### config.mk
export PLATFORM = sky130hd
export DESIGN_NAME = rle_cell_pattern_decoder
export DESIGN_NICKNAME = d
export VERILOG_FILES = /design/src/rtl/rlecpd_pkg.sv /design/src/rtl/rlecpd_step.sv /design/src/rtl/rle_cell_pattern_decoder.sv
export SDC_FILE = /design/constraint.sdc
export NUM_CORES = 1
export LEC_CHECK = 0
export ABC_CLOCK_PERIOD_IN_PS = 15200
export BUFFER_PORTS_ARGS = -buffer_cell sky130_fd_sc_hd__buf_2
export CAP_MARGIN = 20
export CORE_MARGIN = 4
export CORE_UTILIZATION = 66
export CTS_CLUSTER_SIZE = 8
export DETAILED_ROUTE_END_ITERATION = 12
export PLACE_DENSITY = 0.95
export SKIP_CTS_REPAIR_TIMING = 1
export SLEW_MARGIN = 20
export SYNTH_ARGS = -nofsm -noshare
export SYNTH_HDL_FRONTEND = slang
export SYNTH_SLANG_ARGS = --single-unit
### constraint.sdc
create_clock -name i_clk -period 15.2 [get_ports i_clk]
set_input_delay 1.52 -clock i_clk [delete_from_list [all_inputs] [get_ports i_clk]]
set_output_delay 1.52 -clock i_clk [all_outputs]
set_load 0.01 [all_outputs]
### src/rtl/rlecpd_pkg.sv
// rlecpd_pkg: shared types, constants and helper functions of the run-length
// cell pattern decoder
// no dependencies
package rlecpd_pkg;

    // widths
    localparam int COUNT_BITS = 16;
    localparam int CoordW     = 32;
    localparam int LenW       = 16;
    localparam int CharW      = 8;
    localparam int WeightW    = 2;
    localparam int RegIdxW    = 3;
    localparam int AddrW      = 5;
    localparam int OutDataW   = 2 * CoordW + LenW;

    // character codes of the pattern text
    localparam logic [CharW-1:0] CharLf     = 8'h0a;
    localparam logic [CharW-1:0] CharTab    = 8'h09;
    localparam logic [CharW-1:0] CharSpace  = 8'h20;
    localparam logic [CharW-1:0] CharZero   = 8'h30;
    localparam logic [CharW-1:0] CharNine   = 8'h39;
    localparam logic [CharW-1:0] CharLive   = 8'h6f;  // 'o'
    localparam logic [CharW-1:0] CharDead   = 8'h62;  // 'b'
    localparam logic [CharW-1:0] CharRowEnd = 8'h24;  // '$'

    // register indexes on the configuration port
    localparam logic [RegIdxW-1:0] RegOriginX = 3'd0;
    localparam logic [RegIdxW-1:0] RegOriginY = 3'd1;
    localparam logic [RegIdxW-1:0] RegXx      = 3'd2;
    localparam logic [RegIdxW-1:0] RegXy      = 3'd3;
    localparam logic [RegIdxW-1:0] RegYx      = 3'd4;
    localparam logic [RegIdxW-1:0] RegYy      = 3'd5;

    // weight codes
    localparam logic [WeightW-1:0] WZero   = 2'b00;
    localparam logic [WeightW-1:0] WOne    = 2'b01;
    localparam logic [WeightW-1:0] WMinTwo = 2'b10;
    localparam logic [WeightW-1:0] WMinOne = 2'b11;

    typedef struct packed {
        logic [CoordW-1:0]     col;
        logic [CoordW-1:0]     row;
        logic [COUNT_BITS-1:0] count;
        logic                  skip;
    } t_state;

    typedef struct packed {
        logic [CoordW-1:0]  origin_x;
        logic [CoordW-1:0]  origin_y;
        logic [WeightW-1:0] xx;
        logic [WeightW-1:0] xy;
        logic [WeightW-1:0] yx;
        logic [WeightW-1:0] yy;
    } t_cfg;

    typedef struct packed {
        logic [LenW-1:0]   len;
        logic [CoordW-1:0] y;
        logic [CoordW-1:0] x;
    } t_run;

    // weight in -2..1 times a coordinate, modulo 2^32
    function automatic logic [CoordW-1:0] wmul(input logic [WeightW-1:0] w,
                                               input logic [CoordW-1:0] v);
        logic [CoordW-1:0] res;
        unique case (w)
            WZero:   res = '0;
            WOne:    res = v;
            WMinOne: res = '0 - v;
            WMinTwo: res = '0 - {v[CoordW-2:0], 1'b0};
            default: res = '0;
        endcase
        return res;
    endfunction

endpackage

### src/rtl/rlecpd_step.sv
// rlecpd_step: next state and run result for one pattern character
// depends on rlecpd_pkg
module rlecpd_step (
    input  rlecpd_pkg::t_state                   i_state,
    input  rlecpd_pkg::t_cfg                     i_cfg,
    input  logic                                 i_restart,
    input  logic [rlecpd_pkg::CharW-1:0]         i_char,
    output rlecpd_pkg::t_state                   o_state,
    output logic                                 o_emit,
    output rlecpd_pkg::t_run                     o_run
);
    localparam int CW = rlecpd_pkg::COUNT_BITS;
    localparam int VW = CW + 4;
    localparam logic [CW-1:0] CountMax = '1;

    rlecpd_pkg::t_state s0;
    logic [CW-1:0]  cnt_n;
    logic [rlecpd_pkg::CoordW-1:0] step_n;
    logic [VW-1:0]  dec_v;
    logic [CW-1:0]  dec_sat;
    logic           is_digit;

    // restart clears the state before the character
    always_comb begin
        if (i_restart) begin
            s0 = '0;
        end else begin
            s0 = i_state;
        end
    end

    // count, where zero means one
    assign cnt_n  = (s0.count == '0) ? CW'(1) : s0.count;
    assign step_n = rlecpd_pkg::CoordW'(cnt_n);

    // decimal accumulate with saturation
    assign dec_v = (VW'(s0.count) << 3) + (VW'(s0.count) << 1)
                 + VW'(i_char - rlecpd_pkg::CharZero);
    assign dec_sat = (dec_v > VW'(CountMax)) ? CountMax : dec_v[CW-1:0];
    assign is_digit = (i_char >= rlecpd_pkg::CharZero) && (i_char <= rlecpd_pkg::CharNine);

    // run start through the transform
    assign o_run.x = i_cfg.origin_x + rlecpd_pkg::wmul(i_cfg.xx, s0.col)
                   + rlecpd_pkg::wmul(i_cfg.xy, s0.row);
    assign o_run.y = i_cfg.origin_y + rlecpd_pkg::wmul(i_cfg.yx, s0.col)
                   + rlecpd_pkg::wmul(i_cfg.yy, s0.row);
    assign o_run.len = (step_n > rlecpd_pkg::CoordW'(16'hffff)) ? 16'hffff
                                                               : step_n[rlecpd_pkg::LenW-1:0];

    // character decode
    always_comb begin
        o_state = s0;
        o_emit  = 1'b0;
        priority if (i_char == rlecpd_pkg::CharLf) begin
            o_state.row   = s0.row + rlecpd_pkg::CoordW'(s0.skip);
            o_state.skip  = 1'b0;
            o_state.count = '0;
        end else if (s0.skip) begin
            o_state = s0;
        end else if (is_digit) begin
            o_state.count = dec_sat;
        end else if (i_char == rlecpd_pkg::CharSpace || i_char == rlecpd_pkg::CharTab) begin
            o_state = s0;
        end else if (i_char == rlecpd_pkg::CharDead) begin
            o_state.col   = s0.col + step_n;
            o_state.count = '0;
        end else if (i_char == rlecpd_pkg::CharRowEnd) begin
            o_state.row   = s0.row + step_n;
            o_state.col   = '0;
            o_state.count = '0;
        end else if (i_char == rlecpd_pkg::CharLive) begin
            o_emit        = 1'b1;
            o_state.col   = s0.col + step_n;
            o_state.count = '0;
        end else begin
            // bang or unknown character: ignore rest of line
            o_state.skip = 1'b1;
        end
    end

endmodule

### src/rtl/rle_cell_pattern_decoder.sv
// rle_cell_pattern_decoder: top level with stream ports, configuration
// registers, input register and result register
// depends on rlecpd_pkg and rlecpd_step
//
// Takes one pattern character per transaction and returns one run per 'o'
// outside a line that is being skipped. A character is registered on input,
// and its run is loaded into the result register once the result side can
// take it; the run is then offered on the result port from that register. A
// new character can be taken every cycle while the result side keeps up; the
// single update of column, row and count per cycle sets this rate. The user
// must write configuration through the APB port only while the block is idle;
// the block itself does not enforce this.
module rle_cell_pattern_decoder (
    input  logic                                 i_clk,
    input  logic                                 i_rst_n,
    // input stream
    input  logic                                 s_axis_tvalid,
    output logic                                 s_axis_tready,
    input  logic [7:0]                           s_axis_tdata,  // char_code
    input  logic                                 s_axis_tuser,  // restart
    // result stream
    output logic                                 m_axis_tvalid,
    input  logic                                 m_axis_tready,
    output logic [rlecpd_pkg::OutDataW-1:0]      m_axis_tdata,  // run_x, run_y, run_length
    // configuration
    input  logic                                 psel,
    input  logic                                 penable,
    input  logic                                 pwrite,
    input  logic [rlecpd_pkg::AddrW-1:0]         paddr,
    input  logic [31:0]                          pwdata,
    output logic [31:0]                          prdata,
    output logic                                 pready
);
    rlecpd_pkg::t_cfg   r_cfg;
    rlecpd_pkg::t_state r_state;
    rlecpd_pkg::t_state n_state;
    rlecpd_pkg::t_run   n_run;
    rlecpd_pkg::t_run   r_run;
    logic               r_in_valid;
    logic               r_in_restart;
    logic [7:0]         r_in_char;
    logic               r_out_valid;
    logic               emit;
    logic               out_ready;
    logic               proc;
    logic               cfg_wr;
    logic [rlecpd_pkg::RegIdxW-1:0] reg_idx;

    assign pready  = 1'b1;
    assign reg_idx = paddr[rlecpd_pkg::AddrW-1:2];
    assign cfg_wr  = psel & penable & pwrite;

    // configuration registers
    always_ff @(posedge i_clk) begin
        if (!i_rst_n) begin
            r_cfg.origin_x <= '0;
            r_cfg.origin_y <= '0;
            r_cfg.xx       <= rlecpd_pkg::WOne;
            r_cfg.xy       <= rlecpd_pkg::WZero;
            r_cfg.yx       <= rlecpd_pkg::WZero;
            r_cfg.yy       <= rlecpd_pkg::WOne;
        end else if (cfg_wr) begin
            unique case (reg_idx)
                rlecpd_pkg::RegOriginX: r_cfg.origin_x <= pwdata;
                rlecpd_pkg::RegOriginY: r_cfg.origin_y <= pwdata;
                rlecpd_pkg::RegXx:      r_cfg.xx       <= pwdata[1:0];
                rlecpd_pkg::RegXy:      r_cfg.xy       <= pwdata[1:0];
                rlecpd_pkg::RegYx:      r_cfg.yx       <= pwdata[1:0];
                rlecpd_pkg::RegYy:      r_cfg.yy       <= pwdata[1:0];
                default: ;
            endcase
        end
    end

    // register read back
    always_comb begin
        unique case (reg_idx)
            rlecpd_pkg::RegOriginX: prdata = r_cfg.origin_x;
            rlecpd_pkg::RegOriginY: prdata = r_cfg.origin_y;
            rlecpd_pkg::RegXx:      prdata = {30'd0, r_cfg.xx};
            rlecpd_pkg::RegXy:      prdata = {30'd0, r_cfg.xy};
            rlecpd_pkg::RegYx:      prdata = {30'd0, r_cfg.yx};
            rlecpd_pkg::RegYy:      prdata = {30'd0, r_cfg.yy};
            default:                prdata = '0;
        endcase
    end

    // pipeline flow
    assign out_ready     = !r_out_valid || m_axis_tready;
    assign proc          = r_in_valid && out_ready;
    assign s_axis_tready = !r_in_valid || out_ready;

    // input register
    always_ff @(posedge i_clk) begin
        if (!i_rst_n) begin
            r_in_valid <= 1'b0;
        end else if (s_axis_tready) begin
            r_in_valid <= s_axis_tvalid;
        end
    end

    always_ff @(posedge i_clk) begin
        if (s_axis_tready && s_axis_tvalid) begin
            r_in_char    <= s_axis_tdata;
            r_in_restart <= s_axis_tuser;
        end
    end

    rlecpd_step u_step (
        .i_state   (r_state),
        .i_cfg     (r_cfg),
        .i_restart (r_in_restart),
        .i_char    (r_in_char),
        .o_state   (n_state),
        .o_emit    (emit),
        .o_run     (n_run)
    );

    // decoder state
    always_ff @(posedge i_clk) begin
        if (!i_rst_n) begin
            r_state <= '0;
        end else if (proc) begin
            r_state <= n_state;
        end
    end

    // result register
    always_ff @(posedge i_clk) begin
        if (!i_rst_n) begin
            r_out_valid <= 1'b0;
        end else if (out_ready) begin
            r_out_valid <= proc && emit;
        end
    end

    always_ff @(posedge i_clk) begin
        if (proc && emit) begin
            r_run <= n_run;
        end
    end

    assign m_axis_tvalid = r_out_valid;
    assign m_axis_tdata  = r_run;

endmodule

==> results by group <==
Finish
  • Layout cells sized above 1: 0.101
  • Final net count: 3,083
  • Syn-to-layout area delta: 9.20%

Worst setup path
  • Worst EP arrival: approximately 7900 ps
  • Crit path cell chain: buf_4, inv_2, buf_4, nand2_1, ha_1, nand3_1, or3_1, or3_1, a21oi_1, mux2i_1, o22ai_1, fa_1, ha_1, nand3_1, a211oi_1, o31ai_1, a21oi_1, a31oi_1, nor3_1, a2111oi_0, xnor2_1
  • CP peak stage delay: roughly 650 ps
  • Worst path slowest cell: ha_1
  • Worst Path Required: 15,490 ps
  • Type of origin of the critical path: flip-flop
  • Worst-path fanout max: 64
  • Critical path class: flip-flop to flip-flop
  • Crit path max-delay family: compound AO/OA/AOI/OAI gates
  • CP endpoint kind: flip-flop
  • Buf/Inv on CP: 3

Drt
  • Routed Antenna Nets: 0
  • WL final: 74,800 um
  • Initial drt markers: approximately 3,100
  • # DRC: 0
  • Via count: 22,522
  • TritonRoute pass-1 iters: 8
  • WL/cell: between 20 and 25 um
  • Vias per inst: between 6 and 7

Power and ir drop
  • Peak VDD IR: a little under 90 uV
  • Pleak: ~10 nW
  • PwrDens: 69.0 nW/um^2

Clock network
  • Clock-pin slew on the worst setup and hold paths: 50 ps
  • Clock Root Buffer: clkbuf_16
  • Num CTS Buffers: 36
  • H-tree depth: 2
  • Clk sink count: around 240
  • Worst skew pair latency: 560 ps
  • TritonCTS clock tree: done
  • Clock buffer depth: 3

Job
  • MaxCap Viol Count: 0

Timing
  • Layout Skew: ~22 ps
  • Fmax: ~130 MHz
  • Actual slew at the worst max-slew pin: between 1000 and 1500 ps
  • Final worst setup slack: approximately 7600 ps
  • Final hold vios: 0
  • Slew HR: 0.271
  • Minimum clock period: 7590 ps
  • Worst hold slack: roughly 450 ps
  • Setup violations, final: 0
  • RSZ-0062 raised after global routing: no
  • Setup TNS Final: 0 ps
  • Slew Limit Fails: 0
  • Final worst path period share: 0.499

Global route
  • Vias in the first global route: roughly 21,000
  • Gr usage total: 0.398
  • Largest net degree at the start of global routing: between 80 and 90
  • Grt total ovfl: 0
  • First-pass GRT wire length: approximately 120,000 um
  • Initial antenna violation count: 3

Logic synthesis
  • Post-Synthesis Mean Instance Area: between 8 and 9 um^2
  • Xor/xnor cell area share of the yosys netlist: 0.0566
  • Syn nets: 3,016
  • Largest family of logic cells by synthesized area: compound AO/OA/AOI/OAI gates
  • Number of synthesized flops with an enable pin: approximately 90
  • Post-synthesis sequential area ratio: 0.259
  • Synthesized area: about 22,000 um^2
  • Synth Flop Type: dfxtp_1
  • Synth async-reset ratio: 0
  • Unique masters post-synth: around 90
  • Adder-cell share of the synthesized area: 0.140
  • Synth Area in Compound Gates: 0.243
  • Yosys Warn Count: 0
  • Post-synthesis mux area share: 0.0376
  • Simple-Gate Fraction of Synth Area: 0.218
  • Post-synthesis register bit count: about 240
  • Post-Syn Instances: between 2,000 and 3,000

Floorplanning
  • Die Y: about 190 um
  • Initial core utilization: 0.666
  • Die X: 192 um
  • Die area: ~37,000 um^2
  • IO Count: between 150 and 200
  • Row count: 67
  • Core ar.: ~33,000 um^2

Placed design
  • GPL Wtd Cong: roughly 1
  • Final HPWL DP: about 55,000 um
  • Pre-CTS WS: about 7900 ps
  • Port bufs: roughly 160

Worst hold path
  • Hold Crit Class: flip-flop to flip-flop

Run status
  • Status: finished clean
## cells in the final DEF, fill, tap and decap left out, types with 14 or more instances in the layout
| cell type | Yosys | final |
|---|---|---|
| a21o_1 | 59 | 59 |
| a21oi_1 | 233 | 233 |
| a22o_1 | 75 | 75 |
| a22oi_1 | 20 | 20 |
| a31oi_1 | 22 | 22 |
| a32o_1 | 34 | 34 |
| and2_1 | 23 | 23 |
| and3_1 | 30 | 30 |
| buf_2 | 10 | 164 |
| buf_4 | 1 | 33 |
| clkbuf_1 | 142 | 21 |
| clkbuf_16 | 0 | 37 |
| dfxtp_1 | 155 | 152 |
| edfxtp_1 | 89 | 89 |
| fa_1 | 81 | 81 |
| ha_1 | 120 | 120 |
| inv_1 | 92 | 90 |
| mux2i_1 | 77 | 77 |
| nand2_1 | 401 | 401 |
| nand2b_1 | 29 | 29 |
| nand3_1 | 90 | 90 |
| nand4_1 | 24 | 24 |
| nor2_1 | 164 | 163 |
| nor2b_1 | 112 | 112 |
| nor3_1 | 43 | 40 |
| o211ai_1 | 17 | 17 |
| o21a_1 | 27 | 27 |
| o21ai_0 | 171 | 171 |
| o21bai_1 | 16 | 16 |
| o22ai_1 | 24 | 24 |
| o31ai_1 | 14 | 14 |
| or3_1 | 16 | 16 |
| xnor2_1 | 101 | 101 |
| xor2_1 | 43 | 43 |
## worst register-to-register path: stages (launching register included)
cell       delay, ps
edfxtp_1         330
buf_4            570
inv_2             60
buf_4            380
nand2_1          430
ha_1             650
nand3_1          360
or3_1            430
or3_1            320
a21oi_1          300
mux2i_1          150
o22ai_1          290
fa_1             480
ha_1             400
nand3_1          130
a211oi_1          70
o31ai_1          360
a21oi_1          240
a31oi_1          630
nor3_1           110
a2111oi_0        550
xnor2_1          120
## metal layers
layer,part of all wire,vias up,track usage
met3,0.13,252,0.0963
li1,-,10125,-
met5,0.00036,-,0
met1,0.38,10583,0.533
met4,0.042,4,0.154
met2,0.45,1558,0.625
## cells in the mapped netlist (all sizes together), types with 12 or more instances
cell type	count	area [um^2]
clkbuf	143	538
a21oi	235	1190
nand2b	29	181
nand4	24	150
and3	30	188
xor2	43	377
a32o	34	340
o22ai	24	150
ha	120	1500
xnor2	101	885
inv	94	353
o31ai	14	105
a22oi	20	150
o211ai	17	128
a211oi	13	97.6
mux2i	77	771
or3	16	100
fa	81	1620
nand3	90	450
nor3	44	225
a31oi	22	138
dfxtp	155	3100
o21bai	17	131
o21ai	181	910
edfxtp	89	2670
a22o	75	657
nor2	165	627
nand2	401	1510
nor4	16	119
nor2b	112	701
o21a	27	203
a21o	60	452
and2	23	144
buf	26	121
or2	12	75.1
## flip-flops by register name (all words and copies together) (netlist names)
name and flops:
r_state 81, m_axis_tdata 80, r_cfg 72, r_in_char 8, m_axis_tvalid 1, r_in_restart 1, r_in_valid 1
## stage by stage
stage	total power [mW]	area, um^2	utilization	instances
2_1_floorplan	0.854	22300	-	2762
3_3_place_gp	0.904	23300	0.696	3239
3_5_place_dp	0.913	23300	0.696	3239
4_1_cts	1.67	24300	0.727	3300
5_1_grt	1.73	24300	0.727	3301
6_report	1.68	24300	0.727	3301
## path summary, 6_finish.rpt
path	slack, ps	depth (start not counted)	start	endpoint
min	450	2	r_state[1]	r_state[1]
max	7610	21	r_in_restart	m_axis_tdata[61]
max reg2reg	7610	21	r_in_restart	m_axis_tdata[61]
min reg2reg	450	2	r_state[1]	r_state[1]
## kinds of logic after synthesis
logic type / Yosys count
other cells: 1
simple gates: 1005
compound gates: 822
flops: 244
fa+ha+maj: 201
xor+xnor: 144
mux: 82
buf+inv: 263
## power by group
part | internal, mW | leakage, nW | switching, mW
logic | 0.0726 | 7.89 | 0.147
clock network | 0.455 | 0.497 | 0.313
registers | 0.681 | 2.09 | 0.0109
## cell type report
| type | count | area, um^2 |
|---|---|---|
| diodes | 1 | 2.50 |
| inverters | 94 | 355 |
| fillers | 2571 | 9110 |
| well taps | 448 | 561 |
| repair buffers | 198 | 1080 |
| clock inverters | 2 | 17.5 |
| multi-input cells | 2255 | 15500 |
| clock buffers | 59 | 1020 |
| flip-flops and latches | 244 | 5780 |
Note: power is estimated with default switching activity, not from simulation.
